$ cat src/sv/lmsd_ram.sv
`timescale 1ns / 1ps
// Generic simple dual-port RAM with one write port and one registered read port.
// No dependencies.
module lmsd_ram #(
    parameter int WIDTH = 8,
    parameter int DEPTH = 256,
    localparam int AW = (DEPTH > 1) ? $clog2(DEPTH) : 1
) (
    input  logic             i_clk,
    input  logic             i_we,
    input  logic [AW-1:0]    i_waddr,
    input  logic [WIDTH-1:0] i_wdata,
    input  logic [AW-1:0]    i_raddr,
    output logic [WIDTH-1:0] o_rdata
);
    logic [WIDTH-1:0] r_mem [DEPTH];
    logic [WIDTH-1:0] r_rdata;

    always_ff @(posedge i_clk) begin
        if (i_we) begin
            r_mem[i_waddr] <= i_wdata;
        end
        r_rdata <= r_mem[i_raddr];
    end

    assign o_rdata = r_rdata;
endmodule

$ cat config.mk
export PLATFORM = sky130hd
export DESIGN_NAME = lmsd_ram
export DESIGN_NICKNAME = d
export VERILOG_FILES = /design/src/sv/lmsd_ram.sv
export SDC_FILE = /design/constraint.sdc
export NUM_CORES = 2
export LEC_CHECK = 0
export ABC_CLOCK_PERIOD_IN_PS = 5500
export BUFFER_PORTS_ARGS = -buffer_cell sky130_fd_sc_hd__buf_2
export CAP_MARGIN = 10
export CORE_MARGIN = 2
export CORE_UTILIZATION = 45
export CTS_BUF_LIST = sky130_fd_sc_hd__clkbuf_8
export DETAILED_ROUTE_END_ITERATION = 7
export HOLD_SLACK_MARGIN = 0.12
export MAX_ROUTING_LAYER = met4
export SYNTH_ARGS = -nofsm -noshare
export SYNTH_HDL_FRONTEND = slang
export SYNTH_SLANG_ARGS = --single-unit
$ cat constraint.sdc
create_clock -name i_clk -period 5.5 [get_ports i_clk]
set_clock_uncertainty 0.1 [all_clocks]
set_input_delay 0.275 -clock i_clk [delete_from_list [all_inputs] [get_ports i_clk]]
set_output_delay 0.275 -clock i_clk [all_outputs]
set_load 0.01 [all_outputs]
==> impl_metrics.tcl <==
set metrics [dict create \
    netlist.area_leader.share_pct 77.3 \
    clock_sinks 2056 \
    firstDrtPassIters 5 \
    synth_cell_types 55 \
    arrival_ps 3780 \
    fill_cells 14000 \
    die_h_um 424 \
    cts_buffers 342 \
    fin_area_mm2 0.0884 \
    cts_setup_buffers 0 \
    ir_drop_v 0.000222 \
    reg2regPathDepth 6 \
    drv_slew 0 \
    post-dp-hpwl_um 123000 \
    synth-edff-count 2048 \
    path_delay_family "simple AND/OR/NAND/NOR gates" \
    finalSetupTns_ps 0 \
    r2r-start "r_mem[80][5]" \
    cp_num_buf_inv 3 \
    path_max_fanout 12 \
    post-route-period-util_pct 59.2 \
    area_growth_syn_to_layout_pct 11.1 \
    utilization_pct 50.3 \
    min_to "r_mem[116][6]" \
    cp-end-kind "register" \
    cap_violations 0 \
    antenna_left 0 \
    start_util_pct 45.2 \
    setup_viol 0 \
    die_w_um 424 \
    tritoncts "yes" \
    dpl_cell_area_mm2 0.0824 \
    syn_nets 3759 \
    dp_cells 5977 \
    overflow 0 \
    hp-start "i_wdata[6]" \
    status "complete, no violations" \
    clock_latency_ps 1060 \
    ff_latch_area_mm2 0.0617 \
    viasPerCell 5.99 \
    placement_rows 154 \
    leakage_nw 27.5 \
    ioPinCount 34 \
    netlist_top_cells_count "2,048 x edfxtp_1, 454 x mux4_2, 282 x nor2_1" \
    cpPeakStageDelay_ps 960 \
    holdWs_ps 269 \
    finalHoldViolCount 0 \
    reg2reg_slack_ps 2250 \
    portBuffers 33 \
    power.internal_mw 23.9 \
    synth_flop_cell "edfxtp_1" \
    path_cells "dlygate4sd3_1, buf_2, nor2b_1, nand3_2, buf_4, nor2_1" \
    clk_pin_slew_worst_paths_ps 60 \
    rsz0062_at_grt "no" \
    seq_power_share_pct 56.0 \
    grt_pass1_wl_um 288000 \
    instances_no_fill 6578 \
    fin_nets 4022 \
    slew_headroom_pct 15.4 \
    crit_path_start_kind "primary input" \
    worst_ep_required_time_ps 6030 \
    fmax_mhz 307 \
    multi_input_area_mm2 0.0165 \
    vias 39400 \
    path_class "primary input to register" \
    place_congestion 0.847 \
    cts_max_path_buffers 4 \
    fin_crit_ps 3260 \
    wl_per_cell_um 30.6 \
    power_density_mw_per_mm2 350 \
    p_total_mw 30.9 \
    timing.rr.end "o_rdata[5]" \
    synth.avg_cell_area_um2 21.3 \
    synthTopCellsByArea "edfxtp_1 77%, mux4_2 13%, mux2i_1 1.7%, nor2_1 1.3%, a22oi_1 1.3%" \
    holdPathStages 2 \
    synth_area_leader_cell "edfxtp_1" \
    core_mm2 0.176 \
    ys_ff_latch 2056 \
    grt_max_degree 147 \
    worst_slew_pin_slew_ps 1260 \
    swShare_pct 22.6 \
    synth_cells 3733 \
    fin_ws_ps 2240 \
    dieArea_mm2 0.180 \
    drc 0 \
    htreeDepth 5 \
    grt_usage_pct 23.0 \
    first_global_vias 39600 \
    root_buffer "clkbuf_8" \
    power_frac_clock_pct 39.0 \
    synth.most_common_cell "edfxtp_1" \
    switching_power_mw 6.98 \
    drive_gt1_share_pct 23.8 \
    ys_seq_area_share_pct 77.5 \
    synth_warnings 0 \
    comb_power_share_pct 5.1 \
    slowest_stage "nand3_2" \
    drt_iter0_drc 4594 \
    place_ws_ps 1430 \
    netlist_area_mm2 0.0796 \
    drt_wl_total_um 202000 \
    async_reset_ff_share_pct 0 \
    antenna_found_initial 8 \
    min_path_type "primary input to register" \
]
flip-flops by register name, indices dropped and copies added (netlist names):
register and cells:
o_rdata 8, r_mem 2048
cell families (layout without fill, tap and decap cells):
logic type | after synthesis | after routing | synth area share (%)
flops | 2056 | 2056 | 77.5
mux | 591 | 591 | 14.6
simple gates | 466 | 466 | 2.63
compound gates | 385 | 385 | 3.42
buf+inv | 235 | 734 | 1.83
other cells | 0 | 6 | 0
cells in the final DEF, fill, tap and decap left out, types with 6 or more instances in the layout:
master,count
nand4_1,10
clkinv_2,28
a211oi_1,16
o211ai_1,10
nor4_1,22
edfxtp_1,2048
nor3_1,22
mux4_2,454
buf_4,88
o221ai_1,46
nor2b_1,28
a22oi_1,133
buf_8,9
a221oi_1,13
clkinv_1,83
o21ai_0,10
dlygate4sd3_1,15
dfxtp_1,8
nand3_1,31
mux2i_1,134
clkbuf_8,350
buf_12,17
nand2_1,33
a22o_1,8
a21oi_1,96
diode_2,6
buf_2,22
nand2b_1,8
bufinv_16,6
inv_1,109
o22ai_1,28
nor2_1,279
worst register-to-register path, cell delays in order, from the launching register on:
cell and delay, ps:
edfxtp_1 370, mux4_2 480, a22o_1 290, a221oi_1 440
o32ai_1 220, nor3_1 990, nor4_1 180
how the worst max path moves through the flow:
stage                             from      endpoint  slack (ps)  cells past startpoint
after floorplan             i_raddr[0]    o_rdata[2]        3190                      9
after global placement      i_raddr[0]    o_rdata[2]        1310                      8
after detailed placement    i_raddr[0]    o_rdata[3]        1430                      8
after CTS                 r_mem[27][3]    o_rdata[3]        2320                      6
after global routing        i_waddr[3]  r_mem[40][5]        2160                      6
final                       i_waddr[3]  r_mem[40][0]        2240                      6
layout make-up:
cell class | instances | share of cell area (%)
diodes | 6 | 0.0170
clock buffers | 349 | 5.43
clock inverters | 231 | 1.23
inverters | 2 | 0.00849
multi-input cells | 1442 | 18.7
flip-flops and latches | 2056 | 69.7
well taps | 2340 | 3.31
repair buffers | 152 | 1.59
routing by layer:
metal  routed length (um)  GRT usage [%]  up-vias
met3                15800           4.70      296
met2                96800           35.3     1768
met4                 5120           6.56        0
met1                83900           31.6    21100
met5                    0              -        -
li1                     -              -    16300
power by group through the flow:
stage | registers, mW | clock network, mW | logic [mW]
after global routing | 17.3 | 12.9 | 1.65
after CTS | 17.3 | 12.2 | 1.58
after detailed placement | 17.6 | 0 | 1.57
after global placement | 17.6 | 0 | 1.55
after floorplan | 17.6 | 0 | 0.839
final | 17.3 | 12.0 | 1.57
what timing repair did:
item	4_1_cts	5_1_grt
hold buffers	15	0
endpoints found under the hold margin	1703	0
gates resized for setup	0	0
(Power assumes the default switching activity.)
